**config.mk**
```make
export PLATFORM = sky130hd
export DESIGN_NAME = analog_comparator_hysteresis_irq_core
export DESIGN_NICKNAME = d
export VERILOG_FILES = /design/src/acmp_pkg.sv /design/src/analog_comparator_hysteresis_irq_core.sv /design/src/acmp_ctrl.sv /design/src/acmp_dp.sv
export SDC_FILE = /design/constraint.sdc
export NUM_CORES = 2
export LEC_CHECK = 0
export ABC_AREA = 0
export BUFFER_PORTS_ARGS = -buffer_cell sky130_fd_sc_hd__buf_2
export CAP_MARGIN = 15
export CELL_PAD_IN_SITES_DETAIL_PLACEMENT = 1
export CELL_PAD_IN_SITES_GLOBAL_PLACEMENT = 1
export CORE_MARGIN = 5
export CORE_UTILIZATION = 39
export CTS_CLUSTER_DIAMETER = 150
export DETAILED_ROUTE_END_ITERATION = 16
export PLACE_DENSITY = 0.63
export SETUP_SLACK_MARGIN = 0.1
export SYNTH_ARGS = -nofsm -noshare
export SYNTH_HDL_FRONTEND = slang
export SYNTH_SLANG_ARGS = --single-unit
```
**constraint.sdc**
```tcl
create_clock -name clk_i -period 13.9 [get_ports clk_i]
set_clock_uncertainty 0.1 [all_clocks]
set_input_delay 0.695 -clock clk_i [delete_from_list [all_inputs] [get_ports clk_i]]
set_output_delay 0.695 -clock clk_i [all_outputs]
set_load 0.1 [all_outputs]
```
**src/acmp_pkg.sv**
```systemverilog
package acmp_pkg;

  localparam int unsigned POS_INPUTS_DEF = 8;
  localparam int unsigned NEG_INPUTS_DEF = 8;
  localparam int unsigned LEVEL_BITS_DEF = 16;

  localparam int unsigned CHAN_BITS     = 3;
  localparam int unsigned FIELD_BITS    = 16;
  localparam int unsigned VCC_BITS      = 16;
  localparam int unsigned VCC_RESET_MV  = 3300;
  localparam int unsigned CFG_IDX_BITS  = 3;
  localparam int unsigned CFG_DATA_BITS = 16;
  localparam int unsigned HYST_MV_BITS  = 6;
  localparam int unsigned HYST_ENTRIES  = 8;
  localparam int unsigned HYST_IDX_BITS = 3;

  // Indexed by {low_power, hyst_mode}, millivolts.
  localparam logic [HYST_MV_BITS-1:0] HYST_MV [HYST_ENTRIES] = '{
    6'd0, 6'd10, 6'd30, 6'd60,
    6'd0, 6'd10, 6'd25, 6'd50
  };

  typedef enum logic [2:0] {
    MODE_LEVEL  = 3'd0,
    MODE_VCC    = 3'd1,
    MODE_INTREF = 3'd2,
    MODE_CLEAR  = 3'd3,
    MODE_SLEEP  = 3'd4,
    MODE_EVAL   = 3'd5
  } mode_e;

  typedef enum logic [CFG_IDX_BITS-1:0] {
    CFG_CONTROL_A = 3'd0,
    CFG_MUX       = 3'd1,
    CFG_DAC_REF   = 3'd2,
    CFG_IRQ_EN    = 3'd3,
    CFG_POS_KINDS = 3'd4,
    CFG_NEG_KINDS = 3'd5
  } cfg_idx_e;

  typedef enum logic [1:0] {
    EDGE_BOTH = 2'd0,
    EDGE_NONE = 2'd1,
    EDGE_FALL = 2'd2,
    EDGE_RISE = 2'd3
  } edge_e;

  typedef enum logic [1:0] {
    KIND_LEVEL  = 2'd0,
    KIND_DAC    = 2'd1,
    KIND_INTREF = 2'd2,
    KIND_ZERO   = 2'd3
  } kind_e;

  typedef struct packed {
    logic [2:0]            mode;
    logic                  side;
    logic [CHAN_BITS-1:0]  channel;
    logic [FIELD_BITS-1:0] level;
    logic                  sleep_on;
    logic [1:0]            sleep_depth;
  } in_t;

  typedef struct packed {
    logic                  compare_out;
    logic                  compare_flag;
    logic                  irq_request;
    logic [FIELD_BITS-1:0] dac_ref_out;
    logic                  bad_select;
  } out_t;

  typedef struct packed {
    logic latch_in;
    logic exec;
    logic div_start;
    logic div_step;
    logic div_done;
  } cmd_t;

endpackage

```
**src/analog_comparator_hysteresis_irq_core.sv**
```systemverilog
// Analog comparator with hysteresis and edge interrupt. Every input
// transaction yields exactly one result transaction, held in an output
// register so the next input can be taken while it waits. Items are handled
// one at a time: a channel level, intref, clear, sleep or reevaluate
// transaction goes through an execute state, waiting there while the prior
// result is still held; a VCC change also runs the bit-serial restoring
// dividers that recompute the hysteresis fractions for all table entries,
// one quotient bit per cycle, before its result is loaded. Configuration
// writes take effect in the cycle they are written, including any hysteresis
// update and re-evaluation, and must only be issued while the block is idle.
module analog_comparator_hysteresis_irq_core #(
  parameter int unsigned POS_INPUTS = acmp_pkg::POS_INPUTS_DEF,
  parameter int unsigned NEG_INPUTS = acmp_pkg::NEG_INPUTS_DEF,
  parameter int unsigned LEVEL_BITS = acmp_pkg::LEVEL_BITS_DEF
) (
  input  logic                                clk_i,
  input  logic                                rst_ni,
  input  logic                                in_valid_i,
  output logic                                in_ready_o,
  input  acmp_pkg::in_t                       in_data_i,
  output logic                                out_valid_o,
  input  logic                                out_ready_i,
  output acmp_pkg::out_t                      out_data_o,
  input  logic                                cfg_we_i,
  input  logic [acmp_pkg::CFG_IDX_BITS-1:0]   cfg_idx_i,
  input  logic [acmp_pkg::CFG_DATA_BITS-1:0]  cfg_wdata_i
);

  acmp_pkg::cmd_t cmd;
  logic           is_vcc;

  acmp_ctrl #(
    .LEVEL_BITS(LEVEL_BITS)
  ) u_ctrl (
    .clk_i      (clk_i),
    .rst_ni     (rst_ni),
    .in_valid_i (in_valid_i),
    .in_ready_o (in_ready_o),
    .out_valid_o(out_valid_o),
    .out_ready_i(out_ready_i),
    .is_vcc_i   (is_vcc),
    .cmd_o      (cmd)
  );

  acmp_dp #(
    .POS_INPUTS(POS_INPUTS),
    .NEG_INPUTS(NEG_INPUTS),
    .LEVEL_BITS(LEVEL_BITS)
  ) u_dp (
    .clk_i      (clk_i),
    .rst_ni     (rst_ni),
    .cmd_i      (cmd),
    .in_data_i  (in_data_i),
    .cfg_we_i   (cfg_we_i),
    .cfg_idx_i  (cfg_idx_i),
    .cfg_wdata_i(cfg_wdata_i),
    .is_vcc_o   (is_vcc),
    .out_data_o (out_data_o)
  );

  a_busy_after_accept: assert property (@(posedge clk_i) disable iff (!rst_ni)
    (in_valid_i && in_ready_o) |=> !in_ready_o)
    else $error("input taken again right after a transaction");

  a_result_from_work: assert property (@(posedge clk_i) disable iff (!rst_ni)
    $rose(out_valid_o) |-> $past(!in_ready_o))
    else $error("result appeared without an item in progress");

  a_irq_needs_flag: assert property (@(posedge clk_i) disable iff (!rst_ni)
    out_valid_o |-> (!out_data_o.irq_request || out_data_o.compare_flag))
    else $error("irq request without compare flag");

endmodule

```
**src/acmp_ctrl.sv**
```systemverilog
module acmp_ctrl #(
  parameter int unsigned LEVEL_BITS = acmp_pkg::LEVEL_BITS_DEF
) (
  input  logic            clk_i,
  input  logic            rst_ni,
  input  logic            in_valid_i,
  output logic            in_ready_o,
  output logic            out_valid_o,
  input  logic            out_ready_i,
  input  logic            is_vcc_i,
  output acmp_pkg::cmd_t  cmd_o
);

  localparam int unsigned QuotBits = acmp_pkg::HYST_MV_BITS + LEVEL_BITS;
  localparam int unsigned CntBits  = $clog2(QuotBits);
  localparam logic [CntBits-1:0] CntLast = CntBits'(QuotBits - 1);

  typedef enum logic [3:0] {
    ST_IDLE = 4'b0001,
    ST_EXEC = 4'b0010,
    ST_DIV  = 4'b0100,
    ST_FIN  = 4'b1000
  } state_e;

  state_e               state_q, state_d;
  logic [CntBits-1:0]   cnt_q, cnt_d;
  logic                 out_valid_q, out_valid_d;
  logic                 out_free;
  logic                 load;

  assign out_free = !out_valid_q || out_ready_i;

  always_comb begin
    state_d    = state_q;
    cnt_d      = cnt_q;
    cmd_o      = '0;
    in_ready_o = 1'b0;
    load       = 1'b0;
    unique case (state_q)
      ST_IDLE: begin
        in_ready_o = 1'b1;
        if (in_valid_i) begin
          cmd_o.latch_in = 1'b1;
          state_d        = ST_EXEC;
        end
      end
      ST_EXEC: begin
        if (is_vcc_i) begin
          cmd_o.div_start = 1'b1;
          cnt_d           = '0;
          state_d         = ST_DIV;
        end else if (out_free) begin
          cmd_o.exec = 1'b1;
          load       = 1'b1;
          state_d    = ST_IDLE;
        end
      end
      ST_DIV: begin
        cmd_o.div_step = 1'b1;
        if (cnt_q == CntLast) begin
          state_d = ST_FIN;
        end else begin
          cnt_d = cnt_q + CntBits'(1);
        end
      end
      ST_FIN: begin
        if (out_free) begin
          cmd_o.div_done = 1'b1;
          load           = 1'b1;
          state_d        = ST_IDLE;
        end
      end
      default: begin
        state_d = ST_IDLE;
      end
    endcase
  end

  always_comb begin
    if (load) begin
      out_valid_d = 1'b1;
    end else if (out_ready_i) begin
      out_valid_d = 1'b0;
    end else begin
      out_valid_d = out_valid_q;
    end
  end

  always_ff @(posedge clk_i or negedge rst_ni) begin
    if (!rst_ni) begin
      state_q     <= ST_IDLE;
      cnt_q       <= '0;
      out_valid_q <= 1'b0;
    end else begin
      state_q     <= state_d;
      cnt_q       <= cnt_d;
      out_valid_q <= out_valid_d;
    end
  end

  assign out_valid_o = out_valid_q;

endmodule

```
**src/acmp_dp.sv**
```systemverilog
module acmp_dp #(
  parameter int unsigned POS_INPUTS = acmp_pkg::POS_INPUTS_DEF,
  parameter int unsigned NEG_INPUTS = acmp_pkg::NEG_INPUTS_DEF,
  parameter int unsigned LEVEL_BITS = acmp_pkg::LEVEL_BITS_DEF
) (
  input  logic                                 clk_i,
  input  logic                                 rst_ni,
  input  acmp_pkg::cmd_t                       cmd_i,
  input  acmp_pkg::in_t                        in_data_i,
  input  logic                                 cfg_we_i,
  input  logic [acmp_pkg::CFG_IDX_BITS-1:0]    cfg_idx_i,
  input  logic [acmp_pkg::CFG_DATA_BITS-1:0]   cfg_wdata_i,
  output logic                                 is_vcc_o,
  output acmp_pkg::out_t                       out_data_o
);

  localparam int unsigned PosIdxBits = (POS_INPUTS > 1) ? $clog2(POS_INPUTS) : 1;
  localparam int unsigned NegIdxBits = (NEG_INPUTS > 1) ? $clog2(NEG_INPUTS) : 1;
  localparam int unsigned QuotBits   = acmp_pkg::HYST_MV_BITS + LEVEL_BITS;
  localparam int unsigned ProdBits   = LEVEL_BITS + 8;
  localparam int unsigned DiffBits   = LEVEL_BITS + 2;
  localparam int unsigned VccBits    = acmp_pkg::VCC_BITS;
  localparam logic [LEVEL_BITS-1:0] LevelMax = '1;

  typedef logic [LEVEL_BITS-1:0] level_t;

  acmp_pkg::in_t   in_q;
  acmp_pkg::out_t  out_q, out_d;

  logic [7:0]  ctrl_q, ctrl_d;
  logic [7:0]  mux_q, mux_d;
  logic [7:0]  dacref_q, dacref_d;
  logic        irqen_q, irqen_d;
  logic [15:0] pkind_q, pkind_d;
  logic [15:0] nkind_q, nkind_d;

  level_t pos_lvl_q [POS_INPUTS];
  level_t pos_lvl_d [POS_INPUTS];
  level_t neg_lvl_q [NEG_INPUTS];
  level_t neg_lvl_d [NEG_INPUTS];

  logic [VccBits-1:0] vcc_q, vcc_d;
  level_t             intref_q, intref_d;
  level_t             hyst_q, hyst_d;
  logic               raw_q, raw_d;
  logic               ost_q, ost_d;
  logic               flag_q, flag_d;
  logic               asleep_q, asleep_d;

  logic [VccBits-1:0]  rem_q [acmp_pkg::HYST_ENTRIES];
  logic [QuotBits-1:0] dq_q  [acmp_pkg::HYST_ENTRIES];
  level_t              hq_q  [acmp_pkg::HYST_ENTRIES];
  level_t              lane_frac [acmp_pkg::HYST_ENTRIES];

  logic                               do_eval;
  logic                               hyst_upd;
  logic [acmp_pkg::HYST_IDX_BITS-1:0] hidx;
  level_t                             lvl_in;
  logic [ProdBits-1:0]                prod;
  level_t                             dac_lvl;
  logic [acmp_pkg::CHAN_BITS-1:0]     pos_sel, neg_sel;
  logic [1:0]                         pkind, nkind;
  logic                               bad;
  level_t                             pos_v, neg_v;
  logic signed [DiffBits-1:0]         diff, hs;
  logic                               new_out, edge_hit;

  assign lvl_in   = LEVEL_BITS'(in_q.level);
  assign is_vcc_o = (in_q.mode == acmp_pkg::MODE_VCC);

  // Bit-serial restoring dividers, one lane per hysteresis table entry.
  for (genvar g = 0; g < acmp_pkg::HYST_ENTRIES; g++) begin : g_lane
    localparam logic [63:0] RstQuot =
      (64'(acmp_pkg::HYST_MV[g]) << LEVEL_BITS) / 64'(acmp_pkg::VCC_RESET_MV);
    localparam level_t RstFrac =
      (RstQuot > 64'(LevelMax)) ? LevelMax : LEVEL_BITS'(RstQuot);

    logic [VccBits:0] rem_ext, rem_sub;
    logic             ge;

    assign rem_ext = {rem_q[g], dq_q[g][QuotBits-1]};
    assign ge      = (rem_ext >= {1'b0, vcc_q});
    assign rem_sub = ge ? (rem_ext - {1'b0, vcc_q}) : rem_ext;
    assign lane_frac[g] = (|dq_q[g][QuotBits-1:LEVEL_BITS]) ? LevelMax
                                                            : dq_q[g][LEVEL_BITS-1:0];

    always_ff @(posedge clk_i) begin
      if (cmd_i.div_start) begin
        rem_q[g] <= '0;
        dq_q[g]  <= QuotBits'(acmp_pkg::HYST_MV[g]) << LEVEL_BITS;
      end else if (cmd_i.div_step) begin
        rem_q[g] <= rem_sub[VccBits-1:0];
        dq_q[g]  <= {dq_q[g][QuotBits-2:0], ge};
      end
    end

    always_ff @(posedge clk_i or negedge rst_ni) begin
      if (!rst_ni) begin
        hq_q[g] <= RstFrac;
      end else if (cmd_i.div_done) begin
        hq_q[g] <= lane_frac[g];
      end
    end
  end

  always_comb begin
    ctrl_d    = ctrl_q;
    mux_d     = mux_q;
    dacref_d  = dacref_q;
    irqen_d   = irqen_q;
    pkind_d   = pkind_q;
    nkind_d   = nkind_q;
    pos_lvl_d = pos_lvl_q;
    neg_lvl_d = neg_lvl_q;
    vcc_d     = vcc_q;
    intref_d  = intref_q;
    hyst_d    = hyst_q;
    raw_d     = raw_q;
    ost_d     = ost_q;
    flag_d    = flag_q;
    asleep_d  = asleep_q;
    do_eval   = 1'b0;
    hyst_upd  = 1'b0;

    if (cfg_we_i) begin
      unique case (cfg_idx_i)
        acmp_pkg::CFG_CONTROL_A: begin
          ctrl_d   = cfg_wdata_i[7:0];
          hyst_upd = cfg_wdata_i[0];
          do_eval  = 1'b1;
        end
        acmp_pkg::CFG_MUX: begin
          mux_d   = cfg_wdata_i[7:0];
          do_eval = 1'b1;
        end
        acmp_pkg::CFG_DAC_REF: begin
          dacref_d = cfg_wdata_i[7:0];
          do_eval  = 1'b1;
        end
        acmp_pkg::CFG_IRQ_EN:    irqen_d = cfg_wdata_i[0];
        acmp_pkg::CFG_POS_KINDS: pkind_d = cfg_wdata_i;
        acmp_pkg::CFG_NEG_KINDS: nkind_d = cfg_wdata_i;
        default: ;
      endcase
    end

    if (cmd_i.exec) begin
      unique case (in_q.mode)
        acmp_pkg::MODE_LEVEL: begin
          if (!in_q.side) begin
            if (int'(in_q.channel) < POS_INPUTS) begin
              pos_lvl_d[in_q.channel[PosIdxBits-1:0]] = lvl_in;
              do_eval = (in_q.channel == mux_q[5:3]);
            end
          end else begin
            if (int'(in_q.channel) < NEG_INPUTS) begin
              neg_lvl_d[in_q.channel[NegIdxBits-1:0]] = lvl_in;
              do_eval = (in_q.channel == mux_q[2:0]);
            end
          end
        end
        acmp_pkg::MODE_INTREF: begin
          intref_d = lvl_in;
          do_eval  = 1'b1;
        end
        acmp_pkg::MODE_CLEAR: flag_d = 1'b0;
        acmp_pkg::MODE_SLEEP: begin
          if ((in_q.sleep_depth >= 2'd2) || ((in_q.sleep_depth == 2'd1) && !ctrl_q[7])) begin
            asleep_d = in_q.sleep_on;
          end
        end
        acmp_pkg::MODE_EVAL: do_eval = 1'b1;
        default: ;
      endcase
    end

    if (cmd_i.div_start) begin
      vcc_d = in_q.level;
    end

    if (cmd_i.div_done) begin
      hyst_upd = ctrl_q[0];
      do_eval  = 1'b1;
    end

    hidx = {ctrl_d[3], ctrl_d[2:1]};
    if (hyst_upd) begin
      if (acmp_pkg::HYST_MV[hidx] == '0) begin
        hyst_d = '0;
      end else begin
        hyst_d = cmd_i.div_done ? lane_frac[hidx] : hq_q[hidx];
      end
    end

    prod    = intref_d * ProdBits'(dacref_d);
    dac_lvl = prod[ProdBits-1:8];

    pos_sel = mux_d[5:3];
    neg_sel = mux_d[2:0];
    bad     = (int'(pos_sel) >= POS_INPUTS) || (int'(neg_sel) >= NEG_INPUTS);
    pkind   = pkind_q[{pos_sel, 1'b0} +: 2];
    nkind   = nkind_q[{neg_sel, 1'b0} +: 2];

    unique case (pkind)
      acmp_pkg::KIND_LEVEL:  pos_v = pos_lvl_d[pos_sel[PosIdxBits-1:0]];
      acmp_pkg::KIND_DAC:    pos_v = dac_lvl;
      acmp_pkg::KIND_INTREF: pos_v = intref_d;
      acmp_pkg::KIND_ZERO:   pos_v = '0;
      default:               pos_v = '0;
    endcase
    unique case (nkind)
      acmp_pkg::KIND_LEVEL:  neg_v = neg_lvl_d[neg_sel[NegIdxBits-1:0]];
      acmp_pkg::KIND_DAC:    neg_v = dac_lvl;
      acmp_pkg::KIND_INTREF: neg_v = intref_d;
      acmp_pkg::KIND_ZERO:   neg_v = '0;
      default:               neg_v = '0;
    endcase

    diff = $signed({2'b00, pos_v}) - $signed({2'b00, neg_v});
    hs   = $signed({2'b00, hyst_d});

    // Hysteresis acts on the uninverted state.
    if (raw_q && (diff < -hs)) begin
      new_out = mux_d[7];
    end else if (!raw_q && (diff > hs)) begin
      new_out = !mux_d[7];
    end else begin
      new_out = raw_q ^ mux_d[7];
    end

    unique case (ctrl_d[5:4])
      acmp_pkg::EDGE_BOTH: edge_hit = (new_out != ost_q);
      acmp_pkg::EDGE_NONE: edge_hit = 1'b0;
      acmp_pkg::EDGE_FALL: edge_hit = ost_q && !new_out;
      acmp_pkg::EDGE_RISE: edge_hit = !ost_q && new_out;
      default:             edge_hit = 1'b0;
    endcase

    if (do_eval && !asleep_q && !bad) begin
      if (!ctrl_d[0]) begin
        raw_d = 1'b0;
        ost_d = 1'b0;
      end else begin
        raw_d = new_out ^ mux_d[7];
        ost_d = new_out;
        if (edge_hit) begin
          flag_d = 1'b1;
        end
      end
    end

    out_d.compare_out  = ost_d;
    out_d.compare_flag = flag_d;
    out_d.irq_request  = flag_d & irqen_q;
    out_d.dac_ref_out  = acmp_pkg::FIELD_BITS'(dac_lvl);
    out_d.bad_select   = bad;
  end

  always_ff @(posedge clk_i or negedge rst_ni) begin
    if (!rst_ni) begin
      ctrl_q    <= '0;
      mux_q     <= '0;
      dacref_q  <= '0;
      irqen_q   <= 1'b0;
      pkind_q   <= '0;
      nkind_q   <= '0;
      pos_lvl_q <= '{default: '0};
      neg_lvl_q <= '{default: '0};
      vcc_q     <= VccBits'(acmp_pkg::VCC_RESET_MV);
      intref_q  <= '0;
      hyst_q    <= '0;
      raw_q     <= 1'b0;
      ost_q     <= 1'b0;
      flag_q    <= 1'b0;
      asleep_q  <= 1'b0;
    end else begin
      ctrl_q    <= ctrl_d;
      mux_q     <= mux_d;
      dacref_q  <= dacref_d;
      irqen_q   <= irqen_d;
      pkind_q   <= pkind_d;
      nkind_q   <= nkind_d;
      pos_lvl_q <= pos_lvl_d;
      neg_lvl_q <= neg_lvl_d;
      vcc_q     <= vcc_d;
      intref_q  <= intref_d;
      hyst_q    <= hyst_d;
      raw_q     <= raw_d;
      ost_q     <= ost_d;
      flag_q    <= flag_d;
      asleep_q  <= asleep_d;
    end
  end

  always_ff @(posedge clk_i) begin
    if (cmd_i.latch_in) begin
      in_q <= in_data_i;
    end
    if (cmd_i.exec || cmd_i.div_done) begin
      out_q <= out_d;
    end
  end

  assign out_data_o = out_q;

endmodule
```
### After elaboration in Yosys (flattened, before gate mapping)

Memory sizes are Yosys's and may differ from the RTL's.
Index checks and enable logic that the tools add are counted.

* register bits after elaboration: 548
* bits in writable memories: 304
* ROM bits: 48
* bits of input ports: 50
* logic and storage cells: 297
* memories kept: 3

* add/subtract/negate cells: 11
* $mul: 1
* order comparisons: 16
* equal/unequal tests: 32
* shift operators: 2
* muxes and demuxes: 114
* bitwise operators: 23
* reduce and logical (&&, ||, !) cells: 43

Memory list
* u_dp.dq_q: words 8, bits a word 22, read ports 8, clocked after memory_dff 0, write ports 8, RTL line acmp_dp.sv:51 `logic [QuotBits-1:0] dq_q [acmp_pkg::HYST_ENTRIES];`
* u_dp.rem_q: words 8, bits a word 16, read ports 8, clocked after memory_dff 0, write ports 8, RTL line acmp_dp.sv:50 `logic [VccBits-1:0] rem_q [acmp_pkg::HYST_ENTRIES];`
* (no name shown): words 8, bits a word 6, read ports 1, clocked after memory_dff 0, write ports 0, RTL line acmp_dp.sv:188 `if (acmp_pkg::HYST_MV[hidx] == '0) begin`

Operators by type and width (number)
* $mux 128: 6
* $mux 16: 38
* $bwmux 128: 2
* $bmux 16 s3: 4
* $mux 22: 8
* $ge 17x16->1: 8
* $pmux 16 s4: 2
* $sub 16x16->16: 8
* $demux 16 s3: 1
* $reduce_or 6->1: 8
* $mux 1: 33
* $mux 8: 4
* $shiftx 16x5->2: 2
* $mul 16x8->24: 1
* $mux 6: 4
* $gt 18x17->1: 1
* $lt 18x18->1: 1
* $neg 16->18: 1
* $sub 16x16->17: 1
* $ge 4x4->1 const B: 4
* $mux 4: 4
* $not 3->4: 4
* $or 1x1->1: 16
* $pmux 4 s4: 1
* other kinds (35): 80

### Logic depth before layout (Yosys ltp)

* depth in word-level cells: 25
* depth in mapped cells: 55
* gate-level depth less buffers: 52

### By module

From an unflattened synthesis, not the netlist that was laid out.

* cells, all modules: 4623
* area, all modules: 48825.6 um^2

Modules (own cells, without submodules)
* acmp_dp: times used 1, cells an instance 4565, area an instance 48218.7 um^2, sequential area each 22410.2 um^2
* acmp_ctrl: times used 1, cells an instance 58, area an instance 606.8 um^2, sequential area each 251.5 um^2

### Least setup slack after synthesis

OpenSTA, ideal clock, no wires.

* path kind: flip-flop to flip-flop
* from: register u_ctrl.out_valid_q (netlist: u_ctrl.out_valid_o)
* to: register u_dp.out_q, in the netlist u_dp.out_data_o[17], data pin
* library setup time: 255 ps
* arrival time: 11392 ps
* path slack: 2154 ps
* stages on the path, launching flop included: 52
* path buffers: 3
* period minus slack after synthesis: 11746 ps
* cells stage by stage: dfrtp_1 > nand2b_1 > clkbuf_1 > nand3_1 > nor2b_1 > clkbuf_1 > clkbuf_1 > mux2i_1 > inv_1 > nand2_1 > fa_1 > fa_1 > inv_1 > fa_1 > fa_1 > ha_1 > o211ai_1 > or4_1 > [... 16 more ...] > nand2b_1 > a21oi_1 > xnor2_1 > ha_1 > and4_1 > nor2b_1 > a221oi_1 > o211a_1 > and4b_1 > nor2_2 > xnor2_1 > ha_1 > nor2_1 > a21oi_1 > nor2_1 > a31oi_1 > o21ai_0 > and2_1

RTL lines
* start, declared: RTL line acmp_ctrl.sv:27 `logic out_valid_q, out_valid_d;`
* start signal, assigned: RTL line acmp_ctrl.sv:97 `out_valid_q <= out_valid_d;`
* end signal, assigned: RTL line acmp_dp.sv:300 `out_q <= out_d;`
* end, declared: RTL line acmp_dp.sv:28 `acmp_pkg::out_t out_q, out_d;`

==> flow_metrics.env <==
export IMPL_cp_data_arrival_time_ns=13.33
export IMPL_avgSynthCellArea_sq_um=10.3
export IMPL_post_route_min_period_ns=12.86
export IMPL_drv_cap=0
export IMPL_clkPwrFrac_pct=24.6
export IMPL_worst_path_max_fanout=14
export IMPL_max_freq_mhz=77.8
export IMPL_clk_pin_slew_ns=0.06
export IMPL_combPwrFrac_pct=48.9
export IMPL_wl_mm=158
export IMPL_n_fill_cell=13700
export IMPL_critical_path_max_stage_delay_ns=0.64
export IMPL_dp_hpwl_mm=108
export IMPL_async_flop_share_pct=58.5
export IMPL_io_pins=72
export IMPL_gp_congestion=0.880
export IMPL_synth_edf_count=349
export IMPL_synth_area_sq_um=49200
export IMPL_layout_drive_gt1_share_pct=15.7
export IMPL_setup_tns_ns=0
export IMPL_hold_viol=0
export IMPL_final_common_cell="nor2_1"
export IMPL_seq_power_share_pct=26.5
export IMPL_die_w_microns=365
export IMPL_p_leak_nw=23.9
export IMPL_drcViolationCount=0
export IMPL_final_util_pct=43.9
export IMPL_finalCritPeriodShare_pct=92.5
export IMPL_clock_latency_ns=0.71
export IMPL_synth_distinct_cells=91
export IMPL_tritoncts="built"
export IMPL_track_usage_pct=23.5
export IMPL_nets=5159
export IMPL_h_tree_depth=3
export IMPL_antenna_found_initial=7
export IMPL_p_per_area_nw_per_um2=207
export IMPL_status="complete, no violations"
export IMPL_power_internal_w=0.00663
export IMPL_cp_end_kind="flip-flop"
export IMPL_grt_pass1_wl_mm=242
export IMPL_worstMarginPinSlew_ns=1.22
export IMPL_hp_class="in -> reg"
export IMPL_p_sw_share_pct=41.9
export IMPL_grt_overflow=0
export IMPL_coreArea_sq_um=126000
export IMPL_p_total_w=0.0114
export IMPL_critPathLaunchType="flip-flop"
export IMPL_area_growth_pct=12.1
export IMPL_start_util_pct=39.2
export IMPL_ir_drop_uv=183
export IMPL_required_ns=14.37
export IMPL_crit_type="reg -> reg"
export IMPL_path_buf_inv=3
export IMPL_relSlewSlack_pct=16.1
export IMPL_ys_flop_type="dfrtp_1"
export IMPL_drt_initial_drc_count=2437
export IMPL_ant_nets=0
export IMPL_layout_cells_most_common_list="526 x nor2_1, 455 x dfrtp_1, 394 x nand2_1"
export IMPL_cts_buffers_inserted=99
export IMPL_yosysSeqAreaShare_pct=46.3
export IMPL_die_y_microns=365
export IMPL_die_area_sq_um=133000
export IMPL_cts_sinks=840
export IMPL_drt_first_pass_iters=5
export IMPL_wl_per_cell_microns=24.2
export IMPL_vias_per_cell=5.70
export IMPL_rsz0062_at_grt="no"
export IMPL_cts_path_max_buffers=3
export IMPL_crit_family="compound AO/OA/AOI/OAI gates"
export IMPL_slew_viol_final=0
export IMPL_std_cell_rows=130
export IMPL_syn_num_nets=5140
export IMPL_ys_warnings_count=0
export IMPL_synth_seq_cells=840
export IMPL_cts_root_buf="clkbuf_16"
export IMPL_power_switching_w=0.00477
export IMPL_grt_pass1_vias=38700
export IMPL_setup_viol=0
export IMPL_grt_max_degree=134
export IMPL_cp_slowest_cell="nor4b_2"
export IMPL_cts_setup_buffers=0
export IMPL_io_buffer_count=70
export IMPL_vias=37300
export IMPL_netlist_instances=4777
==> final timing paths <==
check                                               from                             to  slack [ns]  cells after the start
hold / removal                             in_data_i[20]        u_dp.in_q[20]$_DFFE_PP_        0.07                      1
max in group asynchronous                         rst_ni   u_dp.pos_lvl_q[79]$_DFF_PN0_       10.10                      5
setup reg to reg           u_ctrl.state_q[3]$_DFFE_PN0P_  u_dp.out_data_o[17]$_DFFE_PP_        1.04                     49
hold reg to reg                u_dp.hq_q[71]$_DFFE_PN1P_      u_dp.hq_q[71]$_DFFE_PN1P_        0.37                      2
setup / recovery           u_ctrl.state_q[3]$_DFFE_PN0P_  u_dp.out_data_o[17]$_DFFE_PP_        1.04                     49
min in group asynchronous                         rst_ni     u_dp.hq_q[126]$_DFFE_PN0P_        0.53                      2
==> cell families after synthesis <==
logic type / after synthesis / synth area share, %
adder cells (fa/ha/maj): 313 / 9.36
AND/OR/NAND/NOR: 1629 / 15.6
flip-flops: 840 / 46.3
multiplexers: 535 / 11.9
AO/OA/AOI/OAI: 848 / 11.1
other: 1 / 0.00762
buffers and inverters: 519 / 4.08
XOR/XNOR: 92 / 1.64
==> Yosys cell counts (all sizes together) (57+ instances only) <==
cell type    n  share of area [%]
xnor2       70                1.2
o211ai      58               0.88
clkbuf     222                1.7
mux2       293                6.7
nor2       538                4.1
nor3       166                1.7
mux2i      235                4.9
edfxtp     349                 21
ha         221                5.6
inv        253                1.9
nand2b      66               0.84
nand2      397                3.0
fa          92                3.7
a21oi      123                1.3
nor2b       58               0.74
dfrtp      455                 23
and3       179                2.3
o21ai      305                3.1
a211oi      57               0.87
nand3       58               0.59
==> power by group through the flow <==
stage	logic (W)	clock network [W]	registers, W
after floorplan	0.00387	0	0.00305
final	0.00557	0.00280	0.00303
after CTS	0.00554	0.00287	0.00302
after detailed placement	0.00549	0	0.00307
after global routing	0.00618	0.00298	0.00304
after global placement	0.00537	0	0.00306
==> sequential cells by signal (all words and copies together) (netlist names), 19 cells and up <==
register / count
u_dp.dq_q: 176
u_dp.neg_lvl_q: 128
u_dp.pos_lvl_q: 128
u_dp.rem_q: 128
u_dp.hq_q: 118
u_dp.out_data_o: 19
==> area by class of cell <==
class	instances	area, sq um	share of cell area, %
clock buffer	149	3120	5.66
sequential	840	22800	41.3
inverter	255	960	1.74
antenna	1	2.50	0.00453
multi-input combinational	3418	24600	44.6
timing repair buffer	182	1220	2.20
tap	1650	2060	3.74
clock inverter	39	397	0.719
==> what timing repair did <==
item	CTS	global route
setup endpoints to repair	0	3
endpoints found under the hold margin	28	0
resized for setup	0	4
hold buffers	1	0
==> metrics by stage <==
| stage | cell area [sq um] | std cells | setup slack [ns] | hold slack [ns] |
|---|---|---|---|---|
| 2_1_floorplan | 49200 | 4777 | 2.15 | 0.299 |
| 3_3_place_gp | 51600 | 6343 | 1.13 | 0.348 |
| 3_5_place_dp | 51600 | 6343 | 0.693 | 0.351 |
| 4_1_cts | 55100 | 6532 | 0.661 | 0.00767 |
| 5_1_grt | 55200 | 6533 | 0.189 | 0.0279 |
| 6_report | 55200 | 6534 | 1.04 | 0.0672 |
==> routing by layer <==
layer,wire length (microns),vias to the layer above,GRT usage (%)
li1,-,17100,-
met1,74300,19200,33.3
met2,71500,756,37.2
met3,7610,235,3.92
met4,4750,0,6.87
met5,0,-,0
Note: power is estimated with default switching activity, not from simulation.
